`config.mk`:
```
export PLATFORM = sky130hd
export DESIGN_NAME = ssls_ctrl
export DESIGN_NICKNAME = d
export VERILOG_FILES = /design/src/rtl/core/ssls_pkg.sv /design/src/rtl/core/ssls_ctrl.sv
export SDC_FILE = /design/constraint.sdc
export NUM_CORES = 1
export LEC_CHECK = 0
export ABC_AREA = 1
export ABC_CLOCK_PERIOD_IN_PS = 1450
export BUFFER_PORTS_ARGS = -buffer_cell sky130_fd_sc_hd__buf_2
export CORE_AREA = 2 2 39 41
export DETAILED_ROUTE_END_ITERATION = 7
export DIE_AREA = 0 0 41 43
export MAX_ROUTING_LAYER = met4
export SLEW_MARGIN = 40
export SYNTH_ARGS = -nofsm -noshare
export SYNTH_HDL_FRONTEND = slang
export SYNTH_SLANG_ARGS = --single-unit
```
`constraint.sdc`:
```
create_clock -name clock -period 1.45 [get_ports clock]
set_clock_uncertainty 0.2 [all_clocks]
set_input_delay 0 -clock clock [delete_from_list [all_inputs] [get_ports clock]]
set_output_delay 0 -clock clock [all_outputs]
set_load 0.03 [all_outputs]
```
`src/rtl/core/ssls_pkg.sv`:
```
// Shared types and constants of the sorted static list search block.
package ssls_pkg;

   localparam int TABLE_DEPTH_DEFAULT = 1024;
   localparam int KEY_WIDTH_DEFAULT   = 32;

   localparam int INDEX_W   = 10;
   localparam int KEY_IN_W  = 32;
   localparam int ENTRIES_W = 11;
   localparam int SLOT_EXT_W = 16;

   // sample counter: floor(sqrt(2047)) = 45 samples at most
   localparam int SAMPLE_W   = 6;
   localparam int SAMPLE_MAX = 45;

   localparam int ADDR_W = 4;
   localparam int DATA_W = 32;

   localparam logic [1:0] REG_HEAD_INDEX   = 2'd0;
   localparam logic [1:0] REG_ENTRIES_USED = 2'd1;
   localparam logic [1:0] REG_SAMPLED_MODE = 2'd2;

   typedef struct packed {
      logic                       action;
      logic [INDEX_W-1:0]         entry_index;
      logic signed [KEY_IN_W-1:0] entry_key;
      logic [INDEX_W-1:0]         entry_next;
      logic                       entry_is_last;
      logic signed [KEY_IN_W-1:0] search_key;
   } req_item_type;

   typedef struct packed {
      logic [INDEX_W-1:0]         result_index;
      logic                       not_found;
      logic signed [KEY_IN_W-1:0] result_key;
      logic                       is_write_ack;
   } rsp_item_type;

   typedef enum logic [1:0] {
      RD_HEAD,
      RD_SAMPLE,
      RD_CUR,
      RD_NEXT
   } rd_sel_type;

   typedef struct packed {
      logic       load_item;
      logic       mem_write;
      logic       wr_ack;
      logic       set_head;
      logic       init_best;
      logic       sample_cmp;
      logic       walk_step;
      logic       walk_fin;
      logic       rsp_load;
      rd_sel_type rd_sel;
   } cmd_type;

   typedef struct packed {
      logic samp_more;
      logic walk_hit;
      logic walk_end;
   } status_type;

endpackage

```
`src/rtl/core/ssls_ctrl.sv`:
```
// Controller: sequences writes, head read, sampling and list walk per item.
module ssls_ctrl (
   input  logic                 clock,
   input  logic                 reset,
   input  logic                 req_valid,
   output logic                 req_ready,
   input  logic                 req_query,
   output logic                 rsp_valid,
   input  logic                 rsp_ready,
   input  logic                 sampled_mode,
   input  ssls_pkg::status_type status,
   output ssls_pkg::cmd_type    cmd
);

   typedef enum logic [2:0] {
      ST_IDLE,
      ST_WRITE,
      ST_HEAD,
      ST_BEST,
      ST_SRD,
      ST_SCMP,
      ST_WALK,
      ST_FIN
   } state_type;

   state_type state_ff, state_in;
   logic      rsp_valid_ff, rsp_valid_in;

   assign req_ready = (state_ff == ST_IDLE);
   assign rsp_valid = rsp_valid_ff;

   always_comb begin
      state_in = state_ff;
      cmd      = '0;
      cmd.rd_sel = ssls_pkg::RD_CUR;
      case (state_ff)
         ST_IDLE: begin
            if (req_valid) begin
               cmd.load_item = 1'b1;
               state_in = req_query ? ST_HEAD : ST_WRITE;
            end
         end
         ST_WRITE: begin
            cmd.mem_write = 1'b1;
            cmd.wr_ack    = 1'b1;
            state_in      = ST_FIN;
         end
         ST_HEAD: begin
            cmd.set_head = 1'b1;
            cmd.rd_sel   = ssls_pkg::RD_HEAD;
            state_in     = sampled_mode ? ST_BEST : ST_WALK;
         end
         ST_BEST: begin
            cmd.init_best = 1'b1;
            state_in      = ST_SRD;
         end
         ST_SRD: begin
            if (status.samp_more) begin
               cmd.rd_sel = ssls_pkg::RD_SAMPLE;
               state_in   = ST_SCMP;
            end else begin
               state_in = ST_WALK;
            end
         end
         ST_SCMP: begin
            cmd.sample_cmp = 1'b1;
            state_in       = ST_SRD;
         end
         ST_WALK: begin
            if (status.walk_hit || status.walk_end) begin
               cmd.walk_fin = 1'b1;
               state_in     = ST_FIN;
            end else begin
               cmd.walk_step = 1'b1;
               cmd.rd_sel    = ssls_pkg::RD_NEXT;
            end
         end
         ST_FIN: begin
            if (!rsp_valid_ff || rsp_ready) begin
               cmd.rsp_load = 1'b1;
               state_in     = ST_IDLE;
            end
         end
         default: begin
            state_in = ST_IDLE;
         end
      endcase
   end

   always_comb begin
      rsp_valid_in = rsp_valid_ff;
      if (cmd.rsp_load) begin
         rsp_valid_in = 1'b1;
      end else if (rsp_ready) begin
         rsp_valid_in = 1'b0;
      end
   end

   always_ff @(posedge clock) begin
      if (reset) begin
         state_ff     <= ST_IDLE;
         rsp_valid_ff <= 1'b0;
      end else begin
         state_ff     <= state_in;
         rsp_valid_ff <= rsp_valid_in;
      end
   end

   a_one_item_at_a_time: assert property (@(posedge clock) disable iff (reset)
      req_valid && req_ready |=> !req_ready)
      else $error("second beat taken while an item is in flight");

   a_rsp_from_fin: assert property (@(posedge clock) disable iff (reset)
      $rose(rsp_valid_ff) |-> $past(state_ff == ST_FIN))
      else $error("result beat raised outside the finish step");

   a_write_path: assert property (@(posedge clock) disable iff (reset)
      req_valid && req_ready && !req_query |=> state_ff == ST_WRITE)
      else $error("write beat did not enter the write step");

endmodule

```
==> impl_metrics.toml, run 1 <==
[floorplan]
die_area_sq_mm = 0.00176
die-height_um = 43
core_sq_mm = 0.00138
die_w_um = 41
ios = 22
start_util = 0.284
rows = 14

[routing]
wl_um = 943
final_antenna_net_count = 0
vias = 465
wl_per_cell_um = 8.57
drc = 0
first_pass_iters = 4
routed_via_density = 4.23
drt_iter0_drc = 11

[layout]
fin_nets = 105
diodes = 0
final_core_util = 0.468
drive_gt1_frac = 0.521
design_area_sq_um = 648
area_growth_pct = 65.0

[sta]
max_slew_margin = 0.853
finalCritPeriodShare = 0.945
rsz0062_at_grt = "no"
period_needed_ns = 1.37
maxSlewViolCount = 0
hold_viol = 0
setup_violations = 0
worst_pin_slew_ns = 0.220
setup_tns_ns = 0
fmax_mhz = 730

[setup_path]
cpMaxStageDelayCell = "dfxtp_2"
crit_type = "flip-flop to output port"
cp.required_ns = 1.25
slowest_delay_ns = 0.33
r2r-start = "state_ff[2]$_SDFFE_PP0P_"
arrival_ns = 1.17
regToRegEndpoint = "state_ff[0]$_SDFFE_PP0P_"
r2r_setup_slack_ns = 0.14
start_kind = "flip-flop"
worstPathCellList = "buf_6 -> nand4_1 -> buf_4 -> nand2_1 -> buf_4"
end_kind = "output port"
path_max_fanout = 7
critPathTopFamily = "buffers and inverters"
critPathMostFrequentCell = "buf_4"
rr_worst_depth = 7
crit_buf_inv = 3

[outcome]
status = "finished clean"

[cts]
cts_made_buffers = 3
cts_tree = "done"
clk_pin_slew_ns = 0.04
cts.sinks = 4
root_buffer = "clkbuf_4"
cts_max_level = 1
cts_buffer_depth = 2
clk_latency_ns = 0.25

[synthesis]
ys_ff_latch = 4
synth_most_common_cell = "nand2_1"
yosysTopAreaCellShare = 0.204
synth_flop_cell = "dfxtp_1"
synth_largest_area_cell = "dfxtp_1"
synth_area_leaders = "dfxtp_1, nand2_1, nor2_1"
synth_nets = 72
yosysWarnings = 0
syn_inst = 63
seq_area_frac_synth = 0.204
synth_edf_count = 0
yosys-top-cells-count = "nand2_1, nor2_1, inv_1"
synthArstFlopShare = 0
syn_area_per_cell_sq_um = 6.24
ys_types = 19
post_synth_instance_area_sq_um = 393

[power]
ir_drop_mv = 0.796
power_density_mw_per_mm2 = 2220
power.leakage_nw = 0.372

[hold_path]
holdPathEnd = "state_ff[0]$_SDFFE_PP0P_"
min_path_type = "primary input to flip-flop"
min_from = "status[2]"
whs_path_depth = 5

[global_routing]
grt_max_degree = 8
grt_pass1_vias = 400
grt_pass1_wl_um = 1550
grtUsageTotal = 0.139
grt_remaining_overflow = 0
antenna_found_initial = 0

[placement]
place_area_sq_um = 523
numPortBuffers = 21
dp_hpwl_um = 781
gp_congestion = 0.783

[job]
cap_violations = 0
where the power goes:
group | internal, W | switching [W]
Sequential | 0.000163 | 0.0000539
Combinational | 0.000438 | 0.000638
Clock | 0.0000931 | 0.0000538
worst max-delay path by stage:
stage               slack (ns)                  endpoint                startpoint  cells past startpoint
floorplan                 0.13                    cmd[1]  state_ff[1]$_SDFFE_PP0P_                      4
global placement          0.13  state_ff[0]$_SDFFE_PP0P_  state_ff[2]$_SDFFE_PP0P_                      7
detailed placement        0.12  state_ff[0]$_SDFFE_PP0P_  state_ff[2]$_SDFFE_PP0P_                      7
CTS                       0.01                    cmd[1]  state_ff[1]$_SDFFE_PP0P_                      5
global route            0.0003                    cmd[4]  state_ff[1]$_SDFFE_PP0P_                      5
finish                    0.08                    cmd[0]  state_ff[1]$_SDFFE_PP0P_                      5
routing by layer:
| metal | vias to the layer above | GRT usage | routed length [um] | part of all wire |
|---|---|---|---|---|
| li1 | 252 | - | - | - |
| met2 | 11 | 0.191 | 465 | 0.49 |
| met5 | - | - | 0 | 0 |
| met3 | 3 | 0.0471 | 64 | 0.068 |
| met1 | 199 | 0.160 | 385 | 0.41 |
| met4 | 0 | 0.100 | 27 | 0.029 |
cell usage in the layout (no fill, tap or decap), drive strengths merged:
| cell | n |
|---|---|
| buf | 27 |
| nand2 | 17 |
| nor2 | 13 |
| inv | 12 |
| nand3 | 5 |
| dlygate4sd3 | 5 |
| dfxtp | 4 |
| clkbuf | 3 |
| nand4 | 2 |
| a21oi | 2 |
| nor3 | 1 |
| o2111ai | 1 |
| o21a | 1 |
| and2 | 1 |
worst reg2reg max path: stages (launching register included):
cell and delay, ns:
dfxtp_4 0.36, buf_12 0.13, nor2_8 0.07, nand2_2 0.07, nor2_1 0.16, inv_1 0.08, nand3_1 0.07, a21oi_1 0.04
layout make-up:
cell class,instances,area (sq um)
clock buffers,3,22.5
fillers,151,736
inverters,12,45.0
multi-input cells,43,244
flip-flops and latches,4,86.3
well taps,16,20.0
repair buffers,32,230
cells by family after synthesis:
family | Yosys count | share of synthesized area
simple gates | 39 | 0.510
buf+inv | 16 | 0.210
flops | 4 | 0.204
compound gates | 4 | 0.0764
state kept, by name (all words and copies together) (netlist names):
signal / flops
rsp_valid: 1
state_ff: 3
metrics by stage:
stage                     setup slack [ns]  total power, W  hold slack (ns)  std cells
final                               0.0800         0.00144           0.0184        110
after global routing              0.000317         0.00156           0.0894        110
after CTS                           0.0100         0.00138           0.0242        110
after detailed placement             0.122         0.00117            0.102        100
after global placement               0.130         0.00116           0.0977        100
after floorplan                      0.128        0.000961          -0.0486         63
what timing repair did:
action / in CTS / in global routing
resized for setup: 4 / 12
endpoints found under the hold margin: 4 / 0
endpoints found under the setup margin: 4 / 6
pin swaps: 0 / 1
cloned: 0 / 0
hold buffers: 5 / 0
setup buffers: 2 / 0
Power figures use the tool's default switching activity.
==> run 2, diff against run 1 <==
--- a/config.mk
+++ b/config.mk
@@ -5,7 +5,6 @@
 export SDC_FILE = /design/constraint.sdc
 export NUM_CORES = 1
 export LEC_CHECK = 0
-export ABC_AREA = 1
 export ABC_CLOCK_PERIOD_IN_PS = 1450
 export BUFFER_PORTS_ARGS = -buffer_cell sky130_fd_sc_hd__buf_2
 export CORE_AREA = 2 2 39 41
==> run 2 against run 1 <==
The run now ends with hold timing, setup timing left; cell count fell by 12%; critical path depth fell by 1; core utilization rose by 7.0 points; clock-buffer cell count stayed put; wire length up 23%; combinational power decreased by 9.5%; critical path type unchanged; critical endpoint unchanged; largest cell class unchanged; highest routed layer is now met3.
==> impl_metrics.toml, run 2 <==
[synthesis]
ys_ff_latch = 4
muxShareOfSynthArea = 0
synth_edf_count = 0
synth_flop_cell = "dfxtp_1"
syn_area_per_cell_sq_um = 7.32
post_synth_instance_area_sq_um = 352
yosysTopAreaCellShare = 0.228
seq_area_frac_synth = 0.228
synthArstFlopShare = 0
ys_types = 27
yosysWarnings = 0
synth_compound_area_frac = 0.178
synth_top_family_by_area = "simple AND/OR/NAND/NOR gates"
yosys-top-cells-count = "nor2_1, buf_4, dfxtp_1"
synth_xor_area_frac = 0
synthAdderAreaFrac = 0
synth_most_common_cell = "nor2_1"
synth_simple_gate_area_frac = 0.448
synth_nets = 57
syn_inst = 48
synth_largest_area_cell = "dfxtp_1"
synth_area_leaders = "dfxtp_1, buf_4, nor2_1"

[placement]
gp_congestion = 0.722
pre_cts_ws_ns = -0.0762
dp_hpwl_um = 742
numPortBuffers = 21

[layout]
diodes = 0
layout_commonest_cell = "buf_4"
fill_cells = 133
top_register = "state_ff"
most-common-layout-cells = "buf_4, buf_2, buf_6"
fin_nets = 92
largest_register_ffs = 3
drive_gt1_frac = 0.630
area_growth_pct = 112

[floorplan]
ios = 22
die_area_sq_mm = 0.00176
die-height_um = 43
core_sq_mm = 0.00138
die_w_um = 41
start_util = 0.254
rows = 14

[job]
cap_violations = 0

[power]
power_w = 0.00133
power_frac_clock = 0.109
switching_share = 0.444
ir_drop_mv = 1.00
p_int_w = 0.000740
switchingPower_w = 0.000591
power_density_mw_per_mm2 = 1790
comb_power_share = 0.734
power.leakage_nw = 0.364
p_seq_frac = 0.157

[sta]
maxSlewViolCount = 0
finalCritPeriodShare = 1.06
period_needed_ns = 1.54
worst_slack_ns = -0.0901
fin_hold_ws_ns = -0.00865
rsz0062_at_grt = "yes"
max_slew_margin = 0.789
setup_violations = 6
fmax_mhz = 649
hold_viol = 1
worst_pin_slew_ns = 0.316

[global_routing]
grt_pass1_wl_um = 1780
grtUsageTotal = 0.144
grt_pass1_vias = 451
grt_remaining_overflow = 0
antenna_found_initial = 0
grt_max_degree = 10

[routing]
final_antenna_net_count = 0
routed_via_density = 4.86
drc = 0
first_pass_iters = 4
vias = 471
wl_um = 1160
drt_iter0_drc = 11
wl_per_cell_um = 11.9

[cts]
clk_pin_slew_ns = 0.05
clk_latency_ns = 0.24
cts_made_buffers = 3
root_buffer = "clkbuf_4"
cts_buffer_depth = 2
cts_tree = "done"
cts_max_level = 1
cts.sinks = 4

[setup_path]
cp.required_ns = 1.25
start_kind = "flip-flop"
critPathTopFamily = "simple AND/OR/NAND/NOR gates"
worstPathCellList = "nand3b_1 -> or3_4 -> o31ai_2 -> buf_4"
slowest_delay_ns = 0.36
cpMaxStageDelayCell = "or3_4"
arrival_ns = 1.34
path_max_fanout = 3
r2r_setup_slack_ns = -0.05
crit_type = "flip-flop to output port"
crit_buf_inv = 1
end_kind = "output port"

[hold_path]
min_path_type = "primary input to flip-flop"

[outcome]
status = "finished with violations"
failed_checks = "hold timing, setup timing"
run 2: tightest hold or removal path, cell delays in order:
cell and delay, ns:
buf_2 0.09, or3_4 0.13, buf_4 0.11, a311oi_2 0.07
run 2: cells by family after synthesis:
group | Yosys count
buf+inv | 9
flops | 4
compound gates | 8
simple gates | 27
run 2: through the flow:
step / cells / util / hold slack [ns] / area, sq um / TNS, ns
after floorplan: 48 / - / -0.131 / 382 / -0.293
after global placement: 89 / 0.392 / 0.0183 / 542 / -0.180
after detailed placement: 89 / 0.392 / 0.0152 / 542 / -0.162
after CTS: 97 / 0.509 / -0.0139 / 704 / -0.375
after global routing: 97 / 0.538 / 0.0205 / 744 / -0.571
final: 97 / 0.538 / -0.00865 / 744 / -0.231
run 2: worst paths after layout:
kind	from	end	cells after the start
setup / recovery	state_ff[0]$_SDFFE_PP0P_	cmd[0]	4
hold / removal	status[1]	state_ff[1]$_SDFFE_PP0P_	4
hold reg to reg	rsp_valid$_SDFFE_PP0P_	rsp_valid$_SDFFE_PP0P_	2
setup reg to reg	state_ff[0]$_SDFFE_PP0P_	state_ff[0]$_SDFFE_PP0P_	5
run 2: layout make-up:
type / count / area, sq um / area share
clock buffer: 3 / 22.5 / 0.0303
multi-input combinational: 35 / 305 / 0.410
timing repair buffer: 37 / 298 / 0.400
tap: 16 / 20.0 / 0.0269
sequential: 4 / 91.3 / 0.123
inverter: 2 / 7.51 / 0.0101
run 2: repair_timing:
| action | 4_1_cts | 5_1_grt |
|---|---|---|
| hold buffers | 3 | 0 |
| buffers inserted | 2 | 0 |
| endpoints found under the hold margin | 4 | 0 |
| pin swaps | 4 | 2 |
| setup endpoints to repair | 12 | 13 |
| cloned | 0 | 0 |
| gates resized for setup | 28 | 14 |
run 2: power groups by stage:
stage          Sequential, W  Combinational, W  Clock (W)
4_1_cts             0.000203          0.000894   0.000144
2_1_floorplan       0.000162          0.000545          0
6_report            0.000209          0.000977   0.000145
3_5_place_dp        0.000202          0.000719          0
5_1_grt             0.000213           0.00104   0.000152
3_3_place_gp        0.000201          0.000720          0
run 2: routing by layer:
layer  up-vias  routed length, um  track usage  share of wire
met5         -                  0            -              0
met1       219                491        0.167           0.42
met3         0                 80       0.0419          0.069
met2        18                584        0.241           0.51
li1        234                  -            -              -
met4         0                  0       0.0200              0
==> run 3, diff against run 2 <==
--- a/config.mk
+++ b/config.mk
@@ -7,10 +7,13 @@
 export LEC_CHECK = 0
 export ABC_CLOCK_PERIOD_IN_PS = 1450
 export BUFFER_PORTS_ARGS = -buffer_cell sky130_fd_sc_hd__buf_2
-export CORE_AREA = 2 2 39 41
+export CELL_PAD_IN_SITES_DETAIL_PLACEMENT = 0
+export CELL_PAD_IN_SITES_GLOBAL_PLACEMENT = 2
+export CORE_MARGIN = 2
+export CORE_UTILIZATION = 19
 export DETAILED_ROUTE_END_ITERATION = 7
-export DIE_AREA = 0 0 41 43
 export MAX_ROUTING_LAYER = met4
+export PLACE_DENSITY_LB_ADDON = 0.1
 export SLEW_MARGIN = 40
 export SYNTH_ARGS = -nofsm -noshare
 export SYNTH_HDL_FRONTEND = slang
==> run 3 against run 2 <==
The flow finishes with violations (setup timing); total power is 12% higher; final area grew 11%; wire length is 11% higher; worst setup slack lost 0.026 ns; worst hold slack improved by 0.028 ns; combinational power is 17% higher; clock-buffer cell count unchanged; critical path type unchanged; largest cell class is now non-clock buffers.
==> impl_metrics.toml, run 3 (same netlist as run 2, synthesis figures left out) <==
[outcome]
status = "finished with violations"
failed_checks = "setup timing"

[setup_path]
path_max_fanout = 3
arrival_ns = 1.37
start_kind = "flip-flop"
worstPathCellList = "nand3b_1 -> or3_4 -> o31ai_2 -> buf_4"
cpMaxStageDelayCell = "or3_4"
end_kind = "output port"
slowest_delay_ns = 0.36
crit_type = "flip-flop to output port"
cp.required_ns = 1.25

[floorplan]
core_sq_mm = 0.00173
die_w_um = 47.0
rows = 15
ios = 22
start_util = 0.204
die_area_sq_mm = 0.00221
die-height_um = 47.0

[sta]
worst_slack_ns = -0.116
finalCritPeriodShare = 1.08
setup_tns_ns = -0.443
fin_hold_ws_ns = 0.0191
rsz0062_at_grt = "yes"
setup_violations = 8
hold_viol = 0
period_needed_ns = 1.57
max_slew_margin = 0.830
fmax_mhz = 639
worst_pin_slew_ns = 0.255
maxSlewViolCount = 0

[placement]
dp_cells = 99
dp_hpwl_um = 797
numPortBuffers = 21
place_area_sq_um = 561
gp_congestion = 0.698

[routing]
drt_iter0_drc = 1
final_antenna_net_count = 0
vias = 497
wl_per_cell_um = 11.4
routed_via_density = 4.40
first_pass_iters = 2
wl_um = 1290
drc = 0

[global_routing]
use_met3 = 0.0231
grt_pass1_vias = 438
use_met1 = 0.164
gr-usage-met2 = 0.197
grt_pass1_wl_um = 1920
grt_remaining_overflow = 0
grt.busiest_layer = "met2"
grt_max_degree = 11
grtUsageTotal = 0.123
antenna_found_initial = 0

[power]
power_w = 0.00149
power_frac_clock = 0.092
switchingPower_w = 0.000627
power.leakage_nw = 0.400
p_seq_frac = 0.140
ir_drop_mv = 0.969
p_int_w = 0.000860
power_density_mw_per_mm2 = 1800
switching_share = 0.422
comb_power_share = 0.767

[cts]
root_buffer = "clkbuf_4"
clk_latency_ns = 0.23
cts_tree = "done"
cts_max_level = 1
cts.sinks = 4
clk_pin_slew_ns = 0.04
cts_buffer_depth = 2
cts_made_buffers = 3

[layout]
area_growth_pct = 135
layout_commonest_cell = "buf_4"
fin_nets = 99
largest_register_ffs = 3
diodes = 0
design_area_sq_um = 827
drive_gt1_frac = 0.682
top_register = "state_ff"
fin_cells = 113
most-common-layout-cells = "buf_4, buf_6, buf_2"

[job]
cap_violations = 0

[hold_path]
min_path_type = "primary input to flip-flop"
-- run 3: cell types whose count changed in the layout (fill, tap and decap cells not counted) --
cell	change
inv_1	-1
nor4_2	+1
buf_4	+1
nor3b_4	+1
nor3b_2	-1
buf_2	+1
a2111oi_1	-1
inv_2	+1
a2111oi_2	+1
buf_6	+5
nor4_4	-1
-- run 3: per-stage QoR --
stage / worst slack [ns] / utilization
finish: -0.116 / 0.479
global route: -0.166 / 0.479
CTS: -0.122 / 0.431
detailed placement: -0.125 / 0.325
global placement: -0.166 / 0.325
floorplan: -0.148 / -
-- run 3: what timing repair did --
| action | in CTS | in global routing |
|---|---|---|
| setup buffers | 5 | 3 |
| hold endpoints to repair | 4 | 0 |
| hold buffers | 3 | 0 |
| gates resized for setup | 30 | 19 |
| setup endpoints to repair | 14 | 13 |
| pin swaps | 4 | 8 |
-- run 3: layer usage --
| metal | wire length, um | vias to the layer above |
|---|---|---|
| met2 | 601 | 20 |
| met1 | 602 | 222 |
| met3 | 70 | 2 |
| met4 | 14 | 0 |
| met5 | 0 | - |
| li1 | - | 253 |
-- run 3: final timing paths --
| kind | end | start | slack, ns | cells past startpoint |
|---|---|---|---|---|
| hold reg to reg | rsp_valid$_SDFFE_PP0P_ | rsp_valid$_SDFFE_PP0P_ | 0.35 | 2 |
| setup reg to reg | state_ff[1]$_SDFFE_PP0P_ | state_ff[2]$_SDFFE_PP0P_ | -0.09 | 4 |
| setup / recovery | cmd[0] | state_ff[0]$_SDFFE_PP0P_ | -0.12 | 4 |
| hold / removal | state_ff[1]$_SDFFE_PP0P_ | status[0] | 0.02 | 4 |
-- run 3: cell type report --
cell class              count  area [sq um]
flip-flops and latches      4          91.3
clock buffers               3          22.5
repair buffers             44           367
inverters                   2          7.51
well taps                  25          31.3
fillers                   183           900
multi-input cells          35           308
-- run 3: power groups by stage --
stage          combinational [W]  clock (W)  sequential (W)
2_1_floorplan           0.000545          0        0.000162
3_3_place_gp            0.000735          0        0.000215
3_5_place_dp            0.000728          0        0.000212
4_1_cts                 0.000963   0.000143        0.000220
5_1_grt                  0.00122   0.000149        0.000211
6_report                 0.00114   0.000137        0.000208
-- run 3: critical path, delay by kind of cell, from the launching register on --
family / cells / cell delay, ns
flip-flops: 1 / 0.34
buffers and inverters: 1 / 0.19
AO/OA/AOI/OAI: 1 / 0.07
AND/OR/NAND/NOR: 2 / 0.53
